File: src/hdl/itchfp_pkg.sv
package itchfp_pkg;

  localparam int NUM_KINDS  = 23;
  localparam int MAX_FIELDS = 17;
  localparam int MAX_PUSH   = 3;
  localparam int FIFO_DEPTH = 8;
  localparam int CFG_IDX_W  = 2;
  localparam int CFG_DATA_W = 32;

  localparam logic [CFG_IDX_W-1:0] REG_DEFAULT_MPID = 2'd0;
  localparam logic [CFG_IDX_W-1:0] REG_CHECK_LENGTH = 2'd1;

  localparam logic [1:0] ERR_NONE     = 2'd0;
  localparam logic [1:0] ERR_UNKNOWN  = 2'd1;
  localparam logic [1:0] ERR_MISMATCH = 2'd2;

  localparam logic [4:0] KIND_ADD_ATTR = 5'd10;
  localparam logic [4:0] KIND_EXEC     = 5'd12;
  localparam logic [4:0] KIND_DELETE   = 5'd15;

  localparam logic [4:0] FLD_MPID      = 5'd8;
  localparam logic [4:0] FLD_PRINTABLE = 5'd6;
  localparam logic [4:0] FLD_EXEC_PX   = 5'd7;
  localparam logic [4:0] FLD_CANCELLED = 5'd4;

  localparam logic [7:0] PRINTABLE_YES = 8'h59;

  typedef struct packed {
    logic [4:0]  message_kind;
    logic [4:0]  field_number;
    logic [63:0] field_value;
    logic        field_defaulted;
    logic        last_of_message;
    logic [1:0]  error_code;
  } result_t;

  typedef logic [3:0] fw_row_t [0:MAX_FIELDS-1];

  localparam fw_row_t FIELD_WIDTH [0:NUM_KINDS-1] = '{
    '{2,2,6,1,0,0,0,0,0,0,0,0,0,0,0,0,0},
    '{2,2,6,8,1,1,4,1,1,2,1,1,1,1,1,4,1},
    '{2,2,6,8,1,1,4,0,0,0,0,0,0,0,0,0,0},
    '{2,2,6,8,1,0,0,0,0,0,0,0,0,0,0,0,0},
    '{2,2,6,4,8,1,1,1,0,0,0,0,0,0,0,0,0},
    '{2,2,6,8,8,8,0,0,0,0,0,0,0,0,0,0,0},
    '{2,2,6,1,0,0,0,0,0,0,0,0,0,0,0,0,0},
    '{2,2,6,8,4,1,4,0,0,0,0,0,0,0,0,0,0},
    '{2,2,6,8,4,4,4,4,0,0,0,0,0,0,0,0,0},
    '{2,2,6,8,1,1,0,0,0,0,0,0,0,0,0,0,0},
    '{2,2,6,8,1,4,8,4,0,0,0,0,0,0,0,0,0},
    '{2,2,6,8,1,4,8,4,4,0,0,0,0,0,0,0,0},
    '{2,2,6,8,4,8,0,0,0,0,0,0,0,0,0,0,0},
    '{2,2,6,8,4,8,1,4,0,0,0,0,0,0,0,0,0},
    '{2,2,6,8,4,0,0,0,0,0,0,0,0,0,0,0,0},
    '{2,2,6,8,0,0,0,0,0,0,0,0,0,0,0,0,0},
    '{2,2,6,8,8,4,4,0,0,0,0,0,0,0,0,0,0},
    '{2,2,6,8,1,4,8,4,8,0,0,0,0,0,0,0,0},
    '{2,2,6,8,8,4,8,1,0,0,0,0,0,0,0,0,0},
    '{2,2,6,8,0,0,0,0,0,0,0,0,0,0,0,0,0},
    '{2,2,6,8,8,1,8,4,4,4,1,1,0,0,0,0,0},
    '{2,2,6,8,1,0,0,0,0,0,0,0,0,0,0,0,0},
    '{2,2,6,8,1,4,4,4,8,4,4,0,0,0,0,0,0}
  };

  localparam logic [4:0] FIELD_COUNT [0:NUM_KINDS-1] = '{
    4, 17, 7, 5, 8, 6, 4, 7, 8, 6, 8, 9, 6, 8, 5, 4, 7, 9, 8, 4, 12, 5, 11
  };

  localparam logic [5:0] CANON_LEN [0:NUM_KINDS-1] = '{
    12, 39, 25, 20, 26, 35, 12, 28, 35, 21, 36, 40, 31, 36, 23, 19, 35, 44, 40, 19,
    50, 20, 48
  };

  localparam logic [7:0] TYPE_CODE [0:NUM_KINDS-1] = '{
    "S","R","H","Y","L","V","W","K","J","h","A","F","E","C","X","D","U","P","Q","B",
    "I","N","O"
  };

  function automatic logic [5:0] type_lookup(input logic [7:0] code);
    logic [5:0] res;
    res = '0;
    for (int k = 0; k < NUM_KINDS; k++) begin
      if (TYPE_CODE[k] == code) begin
        res = {1'b1, 5'(k)};
      end
    end
    return res;
  endfunction

endpackage

File: src/hdl/itchfp_byte_if.sv
interface itchfp_byte_if;
  logic       valid;
  logic       ready;
  logic [7:0] data_byte;

  modport source (output valid, output data_byte, input ready);
  modport sink (input valid, input data_byte, output ready);
endinterface

File: src/hdl/itchfp_result_if.sv
interface itchfp_result_if;
  logic        valid;
  logic        ready;
  logic [4:0]  message_kind;
  logic [4:0]  field_number;
  logic [63:0] field_value;
  logic        field_defaulted;
  logic        last_of_message;
  logic [1:0]  error_code;

  modport source (output valid, output message_kind, output field_number,
                  output field_value, output field_defaulted, output last_of_message,
                  output error_code, input ready);
  modport sink (input valid, input message_kind, input field_number,
                input field_value, input field_defaulted, input last_of_message,
                input error_code, output ready);
endinterface

File: src/hdl/itchfp_cfg_if.sv
interface itchfp_cfg_if;
  logic        valid;
  logic        ready;
  logic [1:0]  index;
  logic [31:0] data;

  modport source (output valid, output index, output data, input ready);
  modport sink (input valid, input index, input data, output ready);
endinterface

File: src/hdl/itchfp_result_fifo.sv
module itchfp_result_fifo
  import itchfp_pkg::*;
#(
  parameter int DEPTH = FIFO_DEPTH
) (
  input  logic                clk,
  input  logic                rst,
  input  logic [1:0]          push_n,
  input  result_t             push_data [0:MAX_PUSH-1],
  output logic                has_room,
  output logic                out_valid,
  input  logic                out_ready,
  output result_t             out_data
);

  localparam int PW = $clog2(DEPTH);
  localparam int CW = $clog2(DEPTH + 1);

  result_t       mem [0:DEPTH-1];
  logic [PW-1:0] wptr;
  logic [PW-1:0] rptr;
  logic [CW-1:0] count;
  logic          pop;

  assign pop       = out_valid && out_ready;
  assign out_valid = count != '0;
  assign out_data  = mem[rptr];
  assign has_room  = count <= CW'(DEPTH - MAX_PUSH);

  always_ff @(posedge clk) begin
    for (int i = 0; i < MAX_PUSH; i++) begin
      if (2'(i) < push_n) begin
        mem[wptr + PW'(i)] <= push_data[i];
      end
    end
  end

  always_ff @(posedge clk) begin
    if (rst) begin
      wptr  <= '0;
      rptr  <= '0;
      count <= '0;
    end else begin
      wptr  <= wptr + PW'(push_n);
      rptr  <= rptr + PW'(pop);
      count <= count + CW'(push_n) - CW'(pop);
    end
  end

  a_count_bound: assert property (@(posedge clk) disable iff (rst) count <= CW'(DEPTH))
    else $error("result buffer count exceeds depth");
  a_push_room: assert property (@(posedge clk) disable iff (rst)
    push_n != 2'd0 |-> has_room)
    else $error("results pushed without room");
  a_count_step: assert property (@(posedge clk) disable iff (rst)
    ##1 count == $past(count) + CW'($past(push_n)) - CW'($past(pop)))
    else $error("result buffer count out of step");

endmodule

File: src/hdl/itch_message_field_parser_core.sv
// A field is written into the result buffer when its last byte is taken, and is offered from there.
// Throughput: one feed byte per cycle; a message end with filled-in fields adds up to two
// extra results, absorbed by an eight-entry result buffer that deasserts feed ready when
// fewer than three entries are free.
// Reset: synchronous active-high rst clears the parser state, the sticky error and the
// buffer; default_mpid resets to 0 and check_length to 1.
module itch_message_field_parser_core
  import itchfp_pkg::*;
#(
  parameter int DEPTH = FIFO_DEPTH
) (
  input  logic         clk,
  input  logic         rst,
  itchfp_byte_if.sink   feed,
  itchfp_result_if.source result,
  itchfp_cfg_if.sink    cfg
);

  typedef enum logic [1:0] {PH_LEN_HI, PH_LEN_LO, PH_TYPE, PH_BODY} phase_t;

  phase_t      phase;
  logic [15:0] header_length;
  logic [4:0]  current_kind;
  logic [4:0]  current_field;
  logic [3:0]  field_byte_count;
  logic [63:0] field_accumulator;
  logic        error_latched;
  logic [31:0] default_mpid;
  logic        check_length;

  logic        accept;
  logic        has_room;
  logic [1:0]  push_n;
  result_t     push_data [0:MAX_PUSH-1];
  result_t     head;
  logic [5:0]  lookup;
  logic [63:0] acc_next;
  logic [3:0]  fbc_next;
  logic        field_done;
  logic        field_last;
  logic        has_default;

  assign feed.ready = has_room;
  assign cfg.ready  = 1'b1;
  assign accept     = feed.valid && feed.ready;

  assign lookup      = type_lookup(feed.data_byte);
  assign acc_next    = {field_accumulator[55:0], feed.data_byte};
  assign fbc_next    = field_byte_count + 4'd1;
  assign field_done  = fbc_next == FIELD_WIDTH[current_kind][current_field];
  assign field_last  = (current_field + 5'd1) == FIELD_COUNT[current_kind];
  assign has_default = current_kind == KIND_ADD_ATTR || current_kind == KIND_EXEC ||
                       current_kind == KIND_DELETE;

  always_comb begin
    push_n = 2'd0;
    for (int i = 0; i < MAX_PUSH; i++) begin
      push_data[i] = '{message_kind: current_kind, field_number: '0, field_value: '0,
                       field_defaulted: 1'b1, last_of_message: 1'b1, error_code: ERR_NONE};
    end
    if (accept && !error_latched) begin
      case (phase)
        PH_TYPE: begin
          if (!lookup[5]) begin
            push_n = 2'd1;
            push_data[0] = '{message_kind: '0, field_number: '0,
                             field_value: {56'd0, feed.data_byte}, field_defaulted: 1'b0,
                             last_of_message: 1'b1, error_code: ERR_UNKNOWN};
          end else if (check_length &&
                       header_length != {10'd0, CANON_LEN[lookup[4:0]]}) begin
            push_n = 2'd1;
            push_data[0] = '{message_kind: lookup[4:0], field_number: '0,
                             field_value: {48'd0, header_length}, field_defaulted: 1'b0,
                             last_of_message: 1'b1, error_code: ERR_MISMATCH};
          end
        end
        PH_BODY: begin
          if (field_done) begin
            push_n = 2'd1;
            push_data[0] = '{message_kind: current_kind, field_number: current_field,
                             field_value: acc_next, field_defaulted: 1'b0,
                             last_of_message: field_last && !has_default,
                             error_code: ERR_NONE};
            if (field_last) begin
              case (current_kind)
                KIND_ADD_ATTR: begin
                  push_n = 2'd2;
                  push_data[1].field_number = FLD_MPID;
                  push_data[1].field_value  = {32'd0, default_mpid};
                end
                KIND_EXEC: begin
                  push_n = 2'd3;
                  push_data[1].field_number    = FLD_PRINTABLE;
                  push_data[1].field_value     = {56'd0, PRINTABLE_YES};
                  push_data[1].last_of_message = 1'b0;
                  push_data[2].field_number    = FLD_EXEC_PX;
                end
                KIND_DELETE: begin
                  push_n = 2'd2;
                  push_data[1].field_number = FLD_CANCELLED;
                end
                default: begin
                end
              endcase
            end
          end
        end
        default: begin
        end
      endcase
    end
  end

  always_ff @(posedge clk) begin
    if (rst) begin
      phase             <= PH_LEN_HI;
      header_length     <= '0;
      current_kind      <= '0;
      current_field     <= '0;
      field_byte_count  <= '0;
      field_accumulator <= '0;
      error_latched     <= 1'b0;
      default_mpid      <= '0;
      check_length      <= 1'b1;
    end else begin
      if (cfg.valid && cfg.ready) begin
        case (cfg.index)
          REG_DEFAULT_MPID: default_mpid <= cfg.data;
          REG_CHECK_LENGTH: check_length <= cfg.data[0];
          default: begin
          end
        endcase
      end
      if (accept && !error_latched) begin
        case (phase)
          PH_LEN_HI: begin
            header_length <= {feed.data_byte, 8'd0};
            phase         <= PH_LEN_LO;
          end
          PH_LEN_LO: begin
            header_length <= {header_length[15:8], feed.data_byte};
            phase         <= PH_TYPE;
          end
          PH_TYPE: begin
            phase <= PH_LEN_HI;
            if (!lookup[5] || (check_length &&
                header_length != {10'd0, CANON_LEN[lookup[4:0]]})) begin
              error_latched <= 1'b1;
            end else begin
              current_kind      <= lookup[4:0];
              current_field     <= '0;
              field_byte_count  <= '0;
              field_accumulator <= '0;
              phase             <= PH_BODY;
            end
          end
          default: begin
            if (field_done) begin
              field_accumulator <= '0;
              field_byte_count  <= '0;
              if (field_last) begin
                current_field <= '0;
                phase         <= PH_LEN_HI;
              end else begin
                current_field <= current_field + 5'd1;
              end
            end else begin
              field_accumulator <= acc_next;
              field_byte_count  <= fbc_next;
            end
          end
        endcase
      end
    end
  end

  itchfp_result_fifo #(
    .DEPTH(DEPTH)
  ) u_fifo (
    .clk       (clk),
    .rst       (rst),
    .push_n    (push_n),
    .push_data (push_data),
    .has_room  (has_room),
    .out_valid (result.valid),
    .out_ready (result.ready),
    .out_data  (head)
  );

  assign result.message_kind    = head.message_kind;
  assign result.field_number    = head.field_number;
  assign result.field_value     = head.field_value;
  assign result.field_defaulted = head.field_defaulted;
  assign result.last_of_message = head.last_of_message;
  assign result.error_code      = head.error_code;

  a_err_sticky: assert property (@(posedge clk) disable iff (rst)
    error_latched |=> error_latched)
    else $error("error flag cleared without reset");
  a_no_push_after_err: assert property (@(posedge clk) disable iff (rst)
    error_latched |-> push_n == 2'd0)
    else $error("result produced after error");
  a_field_in_layout: assert property (@(posedge clk) disable iff (rst)
    phase == PH_BODY |-> current_field < FIELD_COUNT[current_kind])
    else $error("field index beyond layout");

endmodule

File: src/flat_wrapper.sv
// flat-port wrapper written by rule: the top's interface ports become plain ports
module itch_message_field_parser_core_flat import itchfp_pkg::*;
#(
  parameter int DEPTH = FIFO_DEPTH
)
  (clk, rst, feed_valid, feed_data_byte, feed_ready, result_valid, result_message_kind, result_field_number, result_field_value, result_field_defaulted, result_last_of_message, result_error_code, result_ready, cfg_valid, cfg_index, cfg_data, cfg_ready);
  itchfp_byte_if feed_i ();
  itchfp_result_if result_i ();
  itchfp_cfg_if cfg_i ();
  input  logic clk;
  input  logic rst;
  input wire logic [$bits(feed_i.valid)-1:0] feed_valid;
  input wire logic [$bits(feed_i.data_byte)-1:0] feed_data_byte;
  output wire logic [$bits(feed_i.ready)-1:0] feed_ready;
  output wire logic [$bits(result_i.valid)-1:0] result_valid;
  output wire logic [$bits(result_i.message_kind)-1:0] result_message_kind;
  output wire logic [$bits(result_i.field_number)-1:0] result_field_number;
  output wire logic [$bits(result_i.field_value)-1:0] result_field_value;
  output wire logic [$bits(result_i.field_defaulted)-1:0] result_field_defaulted;
  output wire logic [$bits(result_i.last_of_message)-1:0] result_last_of_message;
  output wire logic [$bits(result_i.error_code)-1:0] result_error_code;
  input wire logic [$bits(result_i.ready)-1:0] result_ready;
  input wire logic [$bits(cfg_i.valid)-1:0] cfg_valid;
  input wire logic [$bits(cfg_i.index)-1:0] cfg_index;
  input wire logic [$bits(cfg_i.data)-1:0] cfg_data;
  output wire logic [$bits(cfg_i.ready)-1:0] cfg_ready;
  assign feed_i.valid = feed_valid;
  assign feed_i.data_byte = feed_data_byte;
  assign feed_ready = feed_i.ready;
  assign result_valid = result_i.valid;
  assign result_message_kind = result_i.message_kind;
  assign result_field_number = result_i.field_number;
  assign result_field_value = result_i.field_value;
  assign result_field_defaulted = result_i.field_defaulted;
  assign result_last_of_message = result_i.last_of_message;
  assign result_error_code = result_i.error_code;
  assign result_i.ready = result_ready;
  assign cfg_i.valid = cfg_valid;
  assign cfg_i.index = cfg_index;
  assign cfg_i.data = cfg_data;
  assign cfg_ready = cfg_i.ready;
  itch_message_field_parser_core #(.DEPTH(DEPTH)) u_core (.clk(clk), .rst(rst), .feed(feed_i), .result(result_i), .cfg(cfg_i));
endmodule
File: config.mk
export PLATFORM = sky130hd
export DESIGN_NAME = itch_message_field_parser_core_flat
export DESIGN_NICKNAME = d
export VERILOG_FILES = /design/src/hdl/itchfp_pkg.sv /design/src/hdl/itchfp_byte_if.sv /design/src/hdl/itchfp_result_if.sv /design/src/hdl/itchfp_cfg_if.sv /design/src/hdl/itchfp_result_fifo.sv /design/src/hdl/itch_message_field_parser_core.sv /design/src/flat_wrapper.sv
export SDC_FILE = /design/constraint.sdc
export NUM_CORES = 2
export LEC_CHECK = 0
export BUFFER_PORTS_ARGS = -buffer_cell sky130_fd_sc_hd__buf_2
export CAP_MARGIN = 20
export CORE_UTILIZATION = 45
export CTS_CLUSTER_DIAMETER = 30
export CTS_CLUSTER_SIZE = 25
export DETAILED_ROUTE_END_ITERATION = 16
export PLACE_DENSITY_LB_ADDON = 0.08
export SLEW_MARGIN = 20
export SYNTH_ARGS = -nofsm -noshare
export SYNTH_HDL_FRONTEND = slang
export SYNTH_HIERARCHICAL = 1
export SYNTH_SLANG_ARGS = --single-unit
File: constraint.sdc
create_clock -name clk -period 23 [get_ports clk]
set_input_delay 1.15 -clock clk [delete_from_list [all_inputs] [get_ports clk]]
set_output_delay 1.15 -clock clk [all_outputs]
set_load 0.02 [all_outputs]
=== Word-level counts from Yosys, hierarchy flattened ===
Memory sizes are Yosys's and may differ from the RTL's. A register that Yosys moved wholly into a read port is not among the register bits.
Index checks and enable logic that the tools add are counted.

* $add $sub $neg: 8
* Magnitude comparators: 7
* Equal/unequal tests: 34
* Muxes and demuxes: 82
* Bitwise logic cells: 6
* Reduce and logical (&&, ||, !) cells: 29

{| class="wikitable"
|+ Operators by type and width
! operator !! count
|-
| $mux W69 || 4
|-
| $mux W78 || 3
|-
| $eq A7 B8 Y1 const A || 23
|-
| $pmux W78 S2 || 1
|-
| $mux W6 || 25
|-
| $mux W68 || 2
|-
| $mux W56 || 2
|-
| $pmux W56 S2 || 1
|-
| $mux W73 || 1
|-
| $pmux W32 S2 || 1
|-
| $mux W5 || 9
|-
| $pmux W16 S2 || 1
|-
| $bmux W4 S5 || 1
|-
| $ge A6 B6 Y1 const B || 3
|-
| $not A5 Y6 || 3
|-
| $mux W4 || 4
|-
| $ne A16 B6 Y1 || 1
|-
| $eq A5 B4 Y1 const B || 3
|-
| $reduce_and A3 Y1 || 5
|-
| $mux W2 || 7
|-
| $mux W1 || 12
|-
| $pmux W4 S3 || 1
|-
| $reduce_bool A4 Y1 || 3
|-
| $pmux W5 S2 || 1
|-
| 29 further kinds || 49
|}

* Flip-flop bits (word level): 132
* Memory bits (writable): 624
* ROM bits: 2,528
* Bits of input ports: 47
* Output and inout bits: 81
* Logic and storage cells: 183
* Memories kept: 4

{| class="wikitable"
|+ Memories
! name !! depth !! bits a word !! read ports !! clocked after Yosys merged registers in !! wr ports !! RTL line !! source
|-
| (no name shown) || 32 || 68 || 1 || 0 || 0 || itch_message_field_parser_core.sv:50 || <nowiki>assign field_done = fbc_next == FIELD_WIDTH[current_kind][current_field];</nowiki>
|-
| u_core.u_fifo.mem || 8 || 78 || 1 || 1 || 3 || itchfp_result_fifo.sv:19 || <nowiki>result_t mem [0:DEPTH-1];</nowiki>
|-
| (no name shown) || 32 || 6 || 1 || 0 || 0 || itch_message_field_parser_core.sv:70 || <nowiki>header_length != {10'd0, CANON_LEN[lookup[4:0]]}) begin</nowiki>
|-
| (no name shown) || 32 || 5 || 1 || 0 || 0 || itch_message_field_parser_core.sv:51 || <nowiki>assign field_last = (current_field + 5'd1) == FIELD_COUNT[current_kind];</nowiki>
|}

=== Depth between registers and ports, before layout ===
* Depth in word-level cells: 37
* Gate-level depth with buffers: 24
* Depth with buffers taken out: 20

=== Hierarchy ===
The synthesis kept the hierarchy.

{| class="wikitable"
|+ By module, submodules not included
! module !! instances !! cells each !! area an instance (um2) !! sequential area each (um2)
|-
| itchfp_result_fifo || 1 || 4,404 || 42,490.8 || 18,938.2
|-
| itch_message_field_parser_core || 1 || 924 || 7,538.5 || 2,442.3
|}

=== Least setup slack after synthesis ===
Ideal clock, no wire load.

* Kind: input to register
* Start: input port feed_data_byte[0]
* End: memory u_core/u_fifo/mem[6][0] (netlist bit) (enable)
* Library setup time: 0.541 ns
* Arrival time: 8.747 ns
* Slack: 13.712 ns
* Stages on the path: 19
* Path buffers: 2
* Cell sequence: buf_4 -> buf_2 -> nand3_1 -> a21oi_1 -> o311ai_1 -> inv_1 -> ha_1 -> inv_1 -> or4b_2 -> a31oi_1 -> o21a_1 -> a2111oi_2 -> o211ai_2 -> o22ai_1 -> nor2_1 -> o21a_1 -> a21o_1 -> o21ai_0 -> o22ai_1

{| class="wikitable"
|+ RTL lines
! element !! RTL line !! source
|-
| start, declared || flat_wrapper.sv:13 || <nowiki>input wire logic [$bits(feed_i.data_byte)-1:0] feed_data_byte;</nowiki>
|-
| end, declared || itchfp_result_fifo.sv:19 ||
|}

==> impl.org <==
** Worst setup path
- STA classifies the critical path startpoint as an input port.
- Classification of the worst setup path :: in2reg
- The worst register-to-register path begins at u_core/current_kind[0].
- In this run the worst setup path terminates at u_core/u_fifo/mem[4][24].
- Along the worst path, the maximum fanout reaches 191.
- Cells on worst reg2reg path :: 18
- In this run the critical register-to-register path is captured at u_core/u_fifo/mem[5][49].
- The worst setup path is captured at a register.
- Data arrival at the endpoint of the critical path :: 9050 ps
- Register-to-register path setup slack :: 14560 ps
- First element of the critical path :: feed_data_byte[4]
- At the worst endpoint, the required time is 23470 ps.

** Placed design
- HPWL after detailed placement :: 96700 µm
- Total of buffers placed on input and output ports :: 126
- Final weighted congestion in routability-driven placement :: 0.847
- Prior to clock tree synthesis, the placed netlist has a worst setup slack of 14010 ps.

** STA
- Max_slew headroom :: 15.4%
- At the pin with the least slew margin, the transition time is 1270 ps.
- Number of failing setup endpoints in the final timing report :: 0
- The number of max-slew violations in the final report was 0.
- For the final routed database, the setup TNS stands at 0 ps.
- Final worst slack :: 14420 ps
- Unrepaired setup endpoints after global routing :: no
- Endpoints failing hold :: 0
- Max Clock Skew :: 38.8 ps
- Derived from the worst setup path, the maximum achievable clock frequency is 0.117 GHz.
- Min cycle time layout :: 8580 ps
- After layout, the worst path uses 37.3% of the clock period.

** Global routing
- The number of global-route vias before repair is 44900.
- The first global-routing pass estimated 293000 µm of wire.
- Largest net degree at the start of global routing :: 254
- Antenna violations before repair :: 4
- Overflow left after global routing :: 0
- GRT Resource Usage Total :: 34.5%

** Min path
- Worst min path class :: reg2reg
- Number of cells on the worst hold path :: 2

** Synth
- Mean instance size in the synthesized netlist :: 9.39 µm²
- For this run, asynchronously set or reset flops after synthesis account for 0%.
- Synth cell types :: 97
- Sequential area share after synthesis :: 42.7%
- Number of warnings reported in the yosys synthesis log :: 6
- Number of instances in the synthesized netlist :: 5328
- Top_reg_cell synth :: edfxtp_1
- Counting flops with a built-in enable in the synthesized netlist gives 624.
- Seq cells post-synth :: 756
- Netlist area before placement :: 50000 µm²

** Pwr
- Total leakage power :: 19.8 nW
- VDD sags by at most 0.0848 mV.
- Total power per unit cell area :: 87.0 nW/µm²

** Drt
- Aggregate routed wire length :: 199000 µm
- For this block, the initial DRC count from the detailed router was 5853.
- Number of nets still failing antenna checks after routing :: 0
- Routed via count divided by cell count :: 6.77
- The detailed router placed 46800 vias in this run.
- DRC viols :: 0
- After detailed routing, the average wire length per cell comes to 28.7 µm.
- Before antenna repair, the detailed router went through 6 iterations.

** Job
- Max-cap violations in this run came to 0.

** CTS
- Post-CTS repair changed the size of 0 cells.
- The tree is rooted in a clkbuf_16.
- The clock reaches the later pin of the worst-skew pair after 790 ps.
- After clock tree synthesis, the clock-pin slew on the worst setup and hold paths is 40 ps.
- The H-tree generated during clock tree synthesis spans 4 levels.
- TritonCTS built the clock tree.
- Number of buffers on the longest clock path :: 3
- Postcts setup bufs :: 0
- After clock tree synthesis, the flow added hold-fix buffers numbering 0.
- TritonCTS sink count :: 756
- In this run, CTS created clock tree buffers numbering 216.

** Final layout
- 0 antenna diodes ended up in the layout.
- Syn-to-layout area delta :: 16.8%
- Final core utilization :: 53.3%
- Multi-input combinational cell area :: 26300 µm²
- Total Nets Final :: 5322
- Share of final-layout standard cells stronger than drive strength 1 :: 16.1%
- Register area :: 21400 µm²
- Count of filler cells inserted in the layout :: 9928

** Die
- In this run the standard cell core region covers 110000 µm².
- Top-Level Pins :: 128
- The floorplan has 121 rows.
- Overall die area :: 113000 µm²
- Effective utilization at floorplan :: 45.6%
- Die Width :: 335 µm
- In this run the vertical extent of the chip is 335 µm.

** Outcome
- The flow ran to the end, and the final reports show no timing, DRC or antenna violations.
-- power breakdown --
part	switching [mW]	total (mW)	internal [mW]	leakage (nW)
logic	0.343	0.599	0.256	8.68
clock network	0.893	2.96	2.07	3.56
registers	0.0401	1.52	1.48	7.54
total	1.28	5.08	3.81	19.8
-- stage by stage --
step / area [µm²] / std cells / hold slack [ps] / total power [mW]
after floorplan: 50800 / 5545 / 432 / 1.97
after global placement: 51100 / 6501 / 439 / 2.14
after detailed placement: 51100 / 6502 / 443 / 2.14
after CTS: 58400 / 6906 / 449 / 5.10
after global routing: 58400 / 6908 / 469 / 5.22
final: 58400 / 6908 / 445 / 5.08
-- synthesized netlist by cell type, drive strengths merged, types with 4 or more instances --
master	instances	area share (%)
a21boi	7	0.11
a21o	7	0.11
a21oi	83	0.85
a22o	81	1.4
a311oi	4	0.083
a31oi	633	8.2
and2	35	0.44
and3	50	0.63
and3b	5	0.088
and4	78	1.4
and4b	157	3.1
buf	235	2.8
clkbuf	496	3.8
dfxtp	132	5.3
edfxtp	624	37
ha	27	0.68
inv	32	0.24
mux2	82	1.8
mux2i	12	0.24
mux4	159	7.2
nand2	739	5.5
nand2b	22	0.28
nand3	34	0.35
nand3b	10	0.15
nor2	38	0.29
nor2b	18	0.23
nor3	640	6.4
nor3b	4	0.070
nor4	9	0.19
nor4bb	79	1.6
o211ai	10	0.16
o21a	5	0.075
o21ai	651	6.5
o221ai	4	0.083
o22ai	11	0.14
o2bb2ai	7	0.12
o311ai	6	0.14
o31ai	7	0.11
or2	13	0.16
or3b	8	0.15
xnor2	13	0.27
xor2	10	0.19
-- final cells by class --
type,count,area share (%)
Clock buffer,293,10.3
Sequential cell,756,36.6
Inverter,33,0.212
Tap cell,1476,3.16
Timing Repair Buffer,214,2.49
Multi-Input combinational cell,4025,45.1
Clock inverter,111,2.12
-- placed cells by master, fill, tap and decap left out, drive strengths merged, types with 18 or more instances in the layout --
cell type  instances
a21oi             83
a22o              81
a31oi            633
and2              35
and3              50
and4              78
and4b            157
buf              214
bufinv            24
clkbuf           293
clkinv            72
conb             219
dfxtp            132
edfxtp           624
ha                27
inv               37
mux2              82
mux4             159
nand2            739
nand2b            22
nand3             34
nor2              38
nor2b             18
nor3             640
nor4bb            79
o21ai            651
-- sequential cells by signal, summed over array words and instances, names as in the netlist --
name                      flops
u_core/check_length           1
u_core/current_field          5
u_core/current_kind           5
u_core/default_mpid          32
u_core/error_latched          1
u_core/field_accumulator     56
u_core/field_byte_count       4
u_core/header_length         16
u_core/phase                  2
u_core/u_fifo/count           4
u_core/u_fifo/mem           624
u_core/u_fifo/rptr            3
u_core/u_fifo/wptr            3
-- worst min-delay path by stage --
stage                                         end                     from
final                     u_core/default_mpid[15]  u_core/default_mpid[15]
after global placement     u_core/default_mpid[9]   u_core/default_mpid[9]
after global routing      u_core/default_mpid[14]  u_core/default_mpid[14]
after detailed placement  u_core/default_mpid[15]  u_core/default_mpid[15]
after floorplan           u_core/default_mpid[10]  u_core/default_mpid[10]
after CTS                 u_core/default_mpid[15]  u_core/default_mpid[15]
-- logic make-up (layout without fill, tap and decap cells) --
| group | Yosys count | in the layout | synth area share (%) |
|---|---|---|---|
| AND/OR/NAND/NOR | 1952 | 1952 | 21.3 |
| AO/OA/AOI/OAI | 1549 | 1549 | 18.7 |
| buffers and inverters | 764 | 651 | 6.81 |
| flip-flops | 756 | 756 | 42.7 |
| multiplexers | 253 | 253 | 9.24 |
| adder cells (fa/ha/maj) | 29 | 29 | 0.755 |
| XOR/XNOR | 23 | 23 | 0.455 |
| other | 2 | 219 | 0.0150 |
-- worst max-delay path: stages --
cell,delay (ps)
buf_2,380
or3b_1,220
o21ai_0,110
o311ai_1,680
inv_1,280
ha_1,420
inv_1,70
or4b_2,660
a31oi_1,360
o21a_1,240
o2bb2ai_1,130
a31o_2,140
o211ai_2,120
o22ai_1,480
nor2_1,120
o21a_1,340
nand3_4,160
buf_12,650
or2_4,910
buf_4,860
a31oi_1,190
-- layer usage --
metal	vias to the layer above	part of all wire, %	global-route usage (%)
met5	-	0.0065	0
met1	22900	39	45.9
met2	3092	46	53.8
met3	580	11	6.88
li1	20200	-	-
met4	2	4.3	16.1
(Power assumes the default switching activity.)
